### config.mk
export PLATFORM = sky130hd
export DESIGN_NAME = rsr_ram
export DESIGN_NICKNAME = d
export VERILOG_FILES = /design/src/design/assert_macros.svh /design/src/design/rsr_ram.sv
export SDC_FILE = /design/constraint.sdc
export NUM_CORES = 1
export LEC_CHECK = 0
export BUFFER_PORTS_ARGS = -buffer_cell sky130_fd_sc_hd__buf_2
export CAP_MARGIN = 10
export CORE_MARGIN = 8
export CORE_UTILIZATION = 30
export DETAILED_ROUTE_END_ITERATION = 12
export GPL_ROUTABILITY_DRIVEN = 0
export PLACE_DENSITY = 0.46
export SETUP_SLACK_MARGIN = 0.4
export SKIP_CTS_REPAIR_TIMING = 1
export SYNTH_ARGS = -nofsm -noshare
export SYNTH_HDL_FRONTEND = slang
export SYNTH_SLANG_ARGS = --single-unit
### constraint.sdc
create_clock -name i_clk -period 3.2 [get_ports i_clk]
set_input_delay 0.16 -clock i_clk [delete_from_list [all_inputs] [get_ports i_clk]]
set_output_delay 0.16 -clock i_clk [all_outputs]
set_load 0.1 [all_outputs]
### src/design/assert_macros.svh
// assertion macros used by the design files
`ifndef ASSERT_MACROS_SVH
`define ASSERT_MACROS_SVH

// property that must hold at every clock edge outside reset
`define ASSERT_ALWAYS(label, clk, rst_n, expr, msg) \
    label: assert property (@(posedge clk) disable iff (!rst_n) (expr)) else $error(msg);

// implication whose consequent is checked in the cycle after the antecedent
`define ASSERT_NEXT(label, clk, rst_n, ante, cons, msg) \
    label: assert property (@(posedge clk) disable iff (!rst_n) (ante) |=> (cons)) \
        else $error(msg);

`endif

### src/design/rsr_ram.sv
// ----------------------------------------------------------------------------
// rsr_ram
// simple dual-port ram, one write port, one read port with registered data
// ----------------------------------------------------------------------------
module rsr_ram #(
    parameter int WIDTH = 8,
    parameter int DEPTH = 16
) (
    input  logic                     i_clk,
    input  logic                     i_we,
    input  logic [$clog2(DEPTH)-1:0] i_waddr,
    input  logic [WIDTH-1:0]         i_wdata,
    input  logic [$clog2(DEPTH)-1:0] i_raddr,
    output logic [WIDTH-1:0]         o_rdata
);

    logic [WIDTH-1:0] r_mem [DEPTH];
    logic [WIDTH-1:0] r_rdata;

    always_ff @(posedge i_clk) begin
        if (i_we) begin
            r_mem[i_waddr] <= i_wdata;
        end
        r_rdata <= r_mem[i_raddr];
    end

    assign o_rdata = r_rdata;

endmodule

=== Yosys cells after proc, flatten, opt, wreduce, memory -nomap -nowiden ===
Memories as Yosys holds them, arrays and structs flattened. A register that Yosys moved wholly into a read port is not among the register bits.
Index checks and enable logic that the tools add are counted.

* Flip-flop bits (word level): 0
* Latch bits: 0
* Memory bits (writable): 128
* Memory bits (read-only): 0
* Input port bits: 18
* Output and inout port bits: 8
* Memories kept: 1

{| class="wikitable"
|+ Memories
! name !! depth !! bits a word !! rd ports !! clocked after memory_dff !! write ports !! line !! RTL
|-
| r_mem || 16 || 8 || 1 || 1 || 1 || rsr_ram.sv:17 || <nowiki>logic [WIDTH-1:0] r_mem [DEPTH];</nowiki>
|}

* $add $sub $neg: 0
* Multiply operators: 0
* Divide/modulo/power cells: 0
* $lt $le $gt $ge: 0
* Equality and inequality tests: 0
* Shift-type cells: 0
* Multiplexer cells: 2
* Bitwise gates (word level): 0
* Reduce and logical (&&, ||, !) cells: 0

{| class="wikitable"
|+ Operator list
! kind !! count
|-
| two-way mux 1 bit || 2
|}

=== Logic depth before layout (Yosys ltp) ===
Gate-level depths: netlist of run 1.

* Word-level depth: 2
* Depth in mapped cells: 5
* Gate-level depth less buffers: 3

=== Worst setup path before layout of run 1 ===
OpenSTA, ideal clock, no wires.

* Kind: input to register
* Start point: input i_waddr[2]
* End point: memory r_mem[0][0], enable pin
* Library setup time: 0.383 ns
* Data arrival time: 1.270 ns
* Data required time: 2.817 ns
* Slack: 1.547 ns
* Cell stages on the path: 2
* Cells stage by stage: or3b_2 -> nor3_1

{| class="wikitable"
|+ RTL lines
! element !! line !! RTL
|-
| start, declared || rsr_ram.sv:11 || <nowiki>input logic [$clog2(DEPTH)-1:0] i_waddr,</nowiki>
|-
| end, declared || rsr_ram.sv:17 ||
|}

Straight into the memory's write port.

=== Worst setup path after layout of run 1 ===
* Start point: input i_waddr[2]
* End point: memory r_mem[3][5], enable pin

Straight into the memory's write port.

==> metrics.cfg, run 1 <==
[layout]
utilization_pct=35.2
fin_cells=506
area_growth_syn_to_layout_pct=16.6
fin_nets=286
final_area_mm2=0.00600
drive_above_1_share_pct=24.2
antenna_cells=0

[detailed_routing]
drt_iter0_drc=199
avgRoutedWirePerCell_um=21.2
firstDrtPassIters=4
wirelength_um=10700
ant_nets=0
drc=0
vias_per_cell=4.66
dr_total_vias=2359

[pwr]
ir_worst_vdd_uv=458
p_leak_nw=1.96
p_int_mw=3.04
p_switching_mw=0.851
power_density_mw_per_mm2=648
power.share.sequential_pct=51.6
switching_share_pct=21.9
p_clk_share_pct=41.7
power_mw=3.89
pwr-share-comb_pct=6.7

[setup_path]
slowest_stage=nor2_1
critPathArrivalTime_ns=1.49
cp_slowest_stage_delay_ns=0.71
crit_required_ns=3.23
crit_fanout=8
critical_path_class=primary input to flop
startpoint_type=primary input
cp.buffers_inverters=1
cp_top_family=simple AND/OR/NAND/NOR gates
cp-end-kind=flop
path_cells=buf_2 -> or3b_2 -> nor2_1

[cts]
cts_root_buf=clkbuf_16
clock_latency_ns=0.42
clkTransAtPathRegs_ns=0.05
cts-buffers-inserted=17
cts_tree=built
cts.sinks=136
h-tree-depth=4
clockBufferDepth=2

[global_routing]
antenna_found_initial=0
grt-ovfl-total=0
grt_pass1_wl_um=16100
grt_pass1_vias=2574
grt_usage_pct=10.5
grt_max_degree=33

[placed_design]
port_buffers=25
place_area_mm2=0.00552
placed_cells=474
hpwl_um=6760
dp_slack_ns=1.25

[floorplan]
fp.coreArea_mm2=0.0171
rows=48
start_util_pct=30.2
die_area_mm2=0.0216
ios=26
die_h_um=147
die_width_um=147

[timing]
final_hold_viol_count=0
finClkSkew_ns=0.00649
holdWs_ns=0.129
setup_slack_ns=1.74
fin_crit_sh_pct=45.6
rsz0062_at_grt=false
setup_violations=0
clock.fmax_mhz=686
report.final.slew_viol_count=0
period_needed_ns=1.46
max-slew-margin-rel_pct=32.6
fin_setup_tns_ns=0
worst_slew_pin_slew_ns=1.01

[worst_hold_path]
worst_hold_path_type=primary input to flop

[logic_synthesis]
syn-cell-area_mm2=0.00515
ys_warn_count=0
netlist_top_cells_count=128 x edfxtp_1, 18 x mux4_2, 16 x a22oi_1
yosysSeqAreaShare_pct=77.8
yosys-top-cells-area=edfxtp_1 75%, mux4_2 7.9%, mux4_1 7.1%, dfxtp_1 3.1%, a22oi_1 2.3%
syn_area_per_cell_um2=22.5
synth.distinct_cells=19
synth_most_common_cell=edfxtp_1
synth_top_area_cell=edfxtp_1
synth-main-ff-cell=edfxtp_1
synth-seq-cells=136
synthArstFlopShare_pct=0
synthCells=229
synth_edf_count=128
synthDominantCellAreaShare_pct=74.7
syn-num-nets=247

[run_status]
outcome=finished, final reports clean

[job]
cap_violations=0

==> power groups by stage <==
stage	registers, mW	clock network (mW)	logic [mW]
detailed placement	2.04	0	0.269
floorplan	2.12	0	0.101
global placement	2.04	0	0.268
finish	2.01	1.62	0.262
global route	2.01	1.73	0.281
CTS	2.01	1.65	0.270
==> path summary, 6_finish.rpt <==
| check | start | slack [ns] | end | cells after the start |
|---|---|---|---|---|
| max | i_waddr[2] | 1.74 | r_mem[3][5] | 3 |
| min | i_wdata[3] | 0.13 | r_mem[4][3] | 1 |
| max reg2reg | r_mem[9][1] | 1.84 | o_rdata[1] | 3 |
| min reg2reg | r_mem[4][2] | 0.67 | o_rdata[2] | 3 |
==> cell families (layout without fill, tap and decap cells) <==
| kind of cell | after synthesis | in the layout | synth area share, % |
|---|---|---|---|
| compound gates | 16 | 16 | 2.33 |
| simple gates | 35 | 35 | 3.18 |
| mux | 32 | 32 | 15.0 |
| buf+inv | 10 | 62 | 1.68 |
| flops | 136 | 136 | 77.8 |
==> sequential cells by signal, summed over array words and instances, names as in the netlist <==
name / cells
r_mem: 128
o_rdata: 8
==> layer usage <==
metal | share of wire (%) | wire [um] | GRT usage (%) | vias up
li1 | - | - | - | 1054
met1 | 46 | 4930 | 13.7 | 1237
met2 | 48 | 5150 | 15.5 | 57
met3 | 4.4 | 476 | 4.03 | 11
met4 | 1.4 | 150 | 4.33 | 0
met5 | 0 | 0 | 0 | -
==> layout by cell type, fill, tap and decap left out <==
| master | synthesis | routed |
|---|---|---|
| edfxtp_1 | 128 | 128 |
| buf_2 | 3 | 25 |
| mux4_2 | 18 | 18 |
| clkbuf_16 | 0 | 17 |
| a22oi_1 | 16 | 16 |
| mux4_1 | 14 | 14 |
| nor2_1 | 13 | 13 |
| nand2_1 | 9 | 9 |
| clkbuf_1 | 0 | 8 |
| dfxtp_1 | 8 | 8 |
| clkinv_1 | 0 | 5 |
| nor3_1 | 4 | 4 |
| buf_4 | 1 | 4 |
| nand3b_1 | 2 | 2 |
| nand2b_1 | 2 | 2 |
| clkinv_2 | 0 | 2 |
| nor2b_1 | 1 | 1 |
| and2_1 | 1 | 1 |
| and2b_1 | 1 | 1 |
| nand3_1 | 1 | 1 |
| or3b_2 | 1 | 1 |
| buf_12 | 0 | 1 |
==> layout make-up <==
cell class / count / area, um2
tap: 225 / 282
sequential: 136 / 4000
clock inverter: 7 / 28.8
fill: 1623 / 11100
multi-input combinational: 83 / 1060
clock buffer: 25 / 455
timing repair buffer: 30 / 175
No activity file was read; power rests on OpenSTA's default activity.
==> run 2, diff against run 1 <==
- PLACE_DENSITY: 0.46 -> 0.47
- clock period: 3.2 -> 1.25 ns (I/O delays scaled with it)
==> metrics.cfg, run 2 (synthesized netlist as in run 1, its figures left out) <==
[run_status]
outcome=finished, violations left
failed_checks=negative setup slack

[detailed_routing]
wirelength_um=10300  ; -3.4%
drc=0  ; unchanged
drt_iter0_drc=121  ; -39%
firstDrtPassIters=4  ; unchanged
avgRoutedWirePerCell_um=19.7  ; -6.7%
ant_nets=0  ; unchanged
vias_per_cell=4.58  ; -1.8%
dr_total_vias=2398  ; +1.7%

[setup_path]
startpoint_type=flop
crit_fanout=1  ; -7
cp-startpoint=r_mem[3][7]
cp-end-kind=flop
endpoint=o_rdata[7]
crit_required_ns=1.54  ; -1.69 ns
critical_path_class=flop to flop
r2r-start=r_mem[3][7]
r2r-end=o_rdata[7]
critPathArrivalTime_ns=1.55  ; +0.06 ns
rrSetupSlack_ns=-0.01  ; -1.85 ns
reg2reg_depth=3  ; unchanged

[floorplan]
start_util_pct=30.2  ; unchanged
die_area_mm2=0.0216  ; unchanged
ios=26  ; unchanged
rows=48  ; unchanged
fp.coreArea_mm2=0.0171  ; unchanged
die_h_um=147  ; unchanged
die_width_um=147  ; unchanged

[pwr]
power_density_mw_per_mm2=1690  ; +160%
p_leak_nw=2.18  ; +11%
ir_worst_vdd_uv=933  ; +100%

[timing]
rsz0062_at_grt=true
worst_slew_pin_slew_ns=0.894  ; -0.113 ns
final_hold_viol_count=0  ; unchanged
clock.fmax_mhz=793
setup_slack_ns=-0.0112  ; -1.75 ns
report.final.slew_viol_count=0  ; unchanged
fin_crit_sh_pct=101
setup_violations=1  ; +1
finClkSkew_ns=0.0107  ; +0.00417 ns
period_needed_ns=1.26
max-slew-margin-rel_pct=40.3  ; +7.7 points

[cts]
clkTransAtPathRegs_ns=0.06  ; about the same
cts-buffers-inserted=17  ; unchanged
cts_tree=built
h-tree-depth=4  ; unchanged
clockBufferDepth=2  ; unchanged
cts.sinks=136  ; unchanged
clock_latency_ns=0.42  ; about the same
cts_root_buf=clkbuf_16

[global_routing]
grt_usage_pct=10.4  ; -0.090 points
grt-ovfl-total=0  ; unchanged
grt_pass1_wl_um=16300  ; +0.99%
grt_max_degree=19  ; -42%
grt_pass1_vias=2651  ; +3.0%
antenna_found_initial=0  ; unchanged

[layout]
area_growth_syn_to_layout_pct=30.5
largest_reg_flops=128  ; unchanged
antenna_cells=0  ; unchanged
drive_above_1_share_pct=48.8  ; +25 points
fin_cells=524  ; +3.6%
utilization_pct=39.4  ; +4.2 points
top_register=r_mem
fin_nets=304  ; +6.3%
layout_common_cells=128 x edfxtp_1, 32 x mux4_2, 23 x buf_12
final_common_cell=edfxtp_1

[placed_design]
hpwl_um=7030  ; +3.9%
port_buffers=25  ; unchanged
placed_cells=491  ; +3.6%

[worst_hold_path]
worst_hold_path_type=primary input to flop

[job]
cap_violations=0  ; unchanged

-- run 2: cell count changes in the layout (fill, tap and decap cells not counted), moves of 5 or more --
cell | before | now
clkbuf_1 | 8 | 1
dfxtp_1 | 8 | 0
dfxtp_2 | 0 | 7
clkbuf_8 | 0 | 5
nor2_4 | 0 | 7
nor2_2 | 0 | 5
a22oi_2 | 0 | 9
mux4_2 | 18 | 32
a22oi_1 | 16 | 7
nor2_1 | 13 | 1
buf_2 | 25 | 17
mux4_1 | 14 | 0
buf_12 | 1 | 23
-- run 2: critical path: stages (launching register included) --
cell and delay, ns:
edfxtp_1 0.36, mux4_2 0.48, a22oi_2 0.18, nand2_1 0.10
-- run 2: cell type report --
type / instances / area (um2)
fill: 1579 / 10300
timing repair buffer: 48 / 606
multi-input combinational: 83 / 1170
clock buffer: 23 / 498
sequential: 136 / 4020
tap: 225 / 282
clock inverter: 9 / 143
-- run 2: power by group --
part | internal (mW) | total, mW | switching (mW) | leakage [nW]
logic | 0.358 | 0.887 | 0.529 | 0.639
clock network | 3.58 | 5.33 | 1.75 | 0.318
registers | 5.11 | 5.16 | 0.0498 | 1.22
-- run 2: worst min-delay path by stage --
stage / startpoint / to / depth (start not counted)
2_1_floorplan: i_wdata[0] / r_mem[0][0] / 0
3_3_place_gp: i_wdata[5] / r_mem[13][5] / 1
3_5_place_dp: i_wdata[5] / r_mem[14][5] / 1
4_1_cts: i_wdata[5] / r_mem[10][5] / 1
5_1_grt: i_wdata[5] / r_mem[14][5] / 1
6_report: i_wdata[5] / r_mem[10][5] / 1
-- run 2: layer usage --
layer | wire length (um) | global-route usage (%) | vias up | part of all wire, %
li1 | - | - | 1080 | -
met1 | 4670 | 13.1 | 1252 | 45
met2 | 5090 | 16.0 | 53 | 49
met3 | 425 | 3.72 | 13 | 4.1
met4 | 156 | 4.44 | 0 | 1.5
met5 | 0 | 0 | - | 0
-- run 2: per-stage QoR --
| stage | power [mW] | area [um2] | hold slack (ns) | setup WS (ns) | TNS [ns] |
|---|---|---|---|---|---|
| after floorplan | 5.75 | 5260 | 0.161 | 0.0845 | 0 |
| after global placement | 6.02 | 5890 | 0.465 | -0.176 | -1.35 |
| after detailed placement | 6.02 | 5890 | 0.467 | -0.179 | -1.48 |
| after CTS | 11.4 | 6530 | 0.0172 | -0.0596 | -0.308 |
| after global routing | 11.7 | 6720 | 0.0278 | -0.0447 | -0.234 |
| final | 11.4 | 6720 | 0.0236 | -0.0112 | -0.0112 |
==> run 3, diff against run 2 <==
--- a/config.mk
+++ b/config.mk
@@ -8,9 +8,9 @@
 export BUFFER_PORTS_ARGS = -buffer_cell sky130_fd_sc_hd__buf_2
 export CAP_MARGIN = 10
+export CORE_ASPECT_RATIO = 0.5
 export CORE_MARGIN = 8
 export CORE_UTILIZATION = 30
 export DETAILED_ROUTE_END_ITERATION = 12
 export GPL_ROUTABILITY_DRIVEN = 0
-export PLACE_DENSITY = 0.47
 export SETUP_SLACK_MARGIN = 0.4
 export SKIP_CTS_REPAIR_TIMING = 1
==> constraint.sdc (replaced) <==
create_clock -name i_clk -period 1.25 [get_ports i_clk]
set_input_delay 0.25 -clock i_clk [delete_from_list [all_inputs] [get_ports i_clk]]
set_output_delay 0.25 -clock i_clk [all_outputs]
set_load 0.1 [all_outputs]
==> metrics.cfg, run 3 (synthesized netlist as in run 1, its figures left out) <==
[setup_path]
critical_path_class=flop to flop
crit_fanout=1  ; unchanged
startpoint_type=flop
cp-end-kind=flop
reg2reg_depth=3  ; unchanged
crit_required_ns=1.53  ; about the same
critPathArrivalTime_ns=1.61  ; +0.06 ns

[cts]
cts-buffers-inserted=17  ; unchanged
h-tree-depth=4  ; unchanged
clock_latency_ns=0.41  ; about the same
cts.sinks=136  ; unchanged
clockBufferDepth=2  ; unchanged
clkTransAtPathRegs_ns=0.06  ; about the same
cts_root_buf=clkbuf_16
cts_tree=built

[layout]
area_growth_syn_to_layout_pct=36.6
fin_nets=327  ; +7.6%
fin_cells=549  ; +4.8%
nFillCells=1411  ; -11%
largest_reg_flops=128  ; unchanged
final_common_cell=edfxtp_1
antenna_cells=0  ; unchanged
drive_above_1_share_pct=53.1  ; +4.3 points
top_register=r_mem
layout_common_cells=128 x edfxtp_1, 32 x mux4_2, 28 x buf_12

[detailed_routing]
drc=0  ; unchanged
drt_iter0_drc=206  ; +70%
avgRoutedWirePerCell_um=19.4  ; -1.8%
dr_total_vias=2507  ; +4.5%
wirelength_um=10600  ; +2.9%
firstDrtPassIters=4  ; unchanged
ant_nets=0  ; unchanged
vias_per_cell=4.57  ; -0.22%

[global_routing]
grt_pass1_wl_um=16300  ; +0.34%
grt_usage_pct=10.0  ; -0.44 points
grt_max_degree=21  ; +2
grt-ovfl-total=0  ; unchanged
grt_pass1_vias=2773  ; +4.6%
antenna_found_initial=0  ; unchanged

[timing]
setup_slack_ns=-0.0731  ; -0.0618 ns
setup_violations=6  ; +5
rsz0062_at_grt=true
max-slew-margin-rel_pct=42.4  ; +2.1 points
fin_setup_tns_ns=-0.213  ; -0.201 ns
report.final.slew_viol_count=0  ; unchanged
worst_slew_pin_slew_ns=0.861  ; -0.0324 ns
finClkSkew_ns=0.00913  ; -0.00153 ns
fin_crit_sh_pct=106  ; +4.9 points
clock.fmax_mhz=756  ; -4.7%
final_hold_viol_count=0  ; unchanged
period_needed_ns=1.32  ; +0.0618 ns

[floorplan]
rows=33  ; -31%
die_area_mm2=0.0219  ; +1.2%
ios=26  ; unchanged
die_h_um=109  ; -26%
fp.coreArea_mm2=0.0166  ; -2.7%
die_width_um=201  ; +37%
start_util_pct=31.0  ; +0.83 points

[placed_design]
placed_cells=503  ; +2.4%
dp_slack_ns=-0.511  ; -0.332 ns
hpwl_um=6860  ; -2.4%
port_buffers=25  ; unchanged

[pwr]
ir_worst_vdd_uv=938  ; +0.57%
power_density_mw_per_mm2=1610  ; -4.9%
p_leak_nw=2.31  ; +5.8%

[run_status]
failed_checks=negative setup slack
outcome=finished, violations left

[worst_hold_path]
worst_hold_path_type=primary input to flop
min_path_cells=1  ; unchanged

[job]
cap_violations=0  ; unchanged

==> run 3: worst max-delay path, stage by stage, from the launching register on <==
cell and delay [ns]:
edfxtp_1 0.37, mux4_2 0.49, a22oi_2 0.26, nand2_1 0.09
==> run 3: worst paths after layout <==
check                from     endpoint  slack (ns)
min            i_wdata[3]  r_mem[7][3]        0.23
max reg2reg   r_mem[3][4]   o_rdata[4]       -0.07
max           r_mem[3][4]   o_rdata[4]       -0.07
min reg2reg  r_mem[12][5]   o_rdata[5]        0.69
==> run 3: routing by layer <==
layer | share of wire [%] | routed length, um | global-route usage, % | up-vias
met5 | 0 | 0 | 0 | -
met4 | 0.59 | 63 | 3.37 | 0
met3 | 4.3 | 461 | 2.63 | 4
met2 | 51 | 5450 | 17.4 | 53
met1 | 44 | 4670 | 12.1 | 1323
li1 | - | - | - | 1127
==> run 3: area by class of cell <==
cell class                      instances  area, um2  area share (%)
Clock buffer                           17        425            6.05
Clock inverter                         15        201            2.87
Timing Repair Buffer                   71        872            12.4
Sequential cell                       136       4030            57.4
Tap cell                              227        284            4.04
Multi-Input combinational cell         83       1210            17.2
==> run 3: per-stage QoR <==
step / cell area [um2] / utilization (%) / hold WS, ns / power [mW]
finish: 7030 / 42.3 / 0.232 / 11.3
global route: 7030 / 42.3 / 0.224 / 11.7
CTS: 6790 / 40.9 / 0.220 / 11.3
detailed placement: 6170 / 37.2 / 0.662 / 6.17
global placement: 6170 / 37.2 / 0.645 / 6.15
floorplan: 5310 / - / 0.349 / 5.75
==> run 3: report_power, final <==
part	internal [mW]	switching, mW
logic	0.421	0.562
registers	5.11	0.0481
clock network	3.34	1.84
total	8.87	2.45
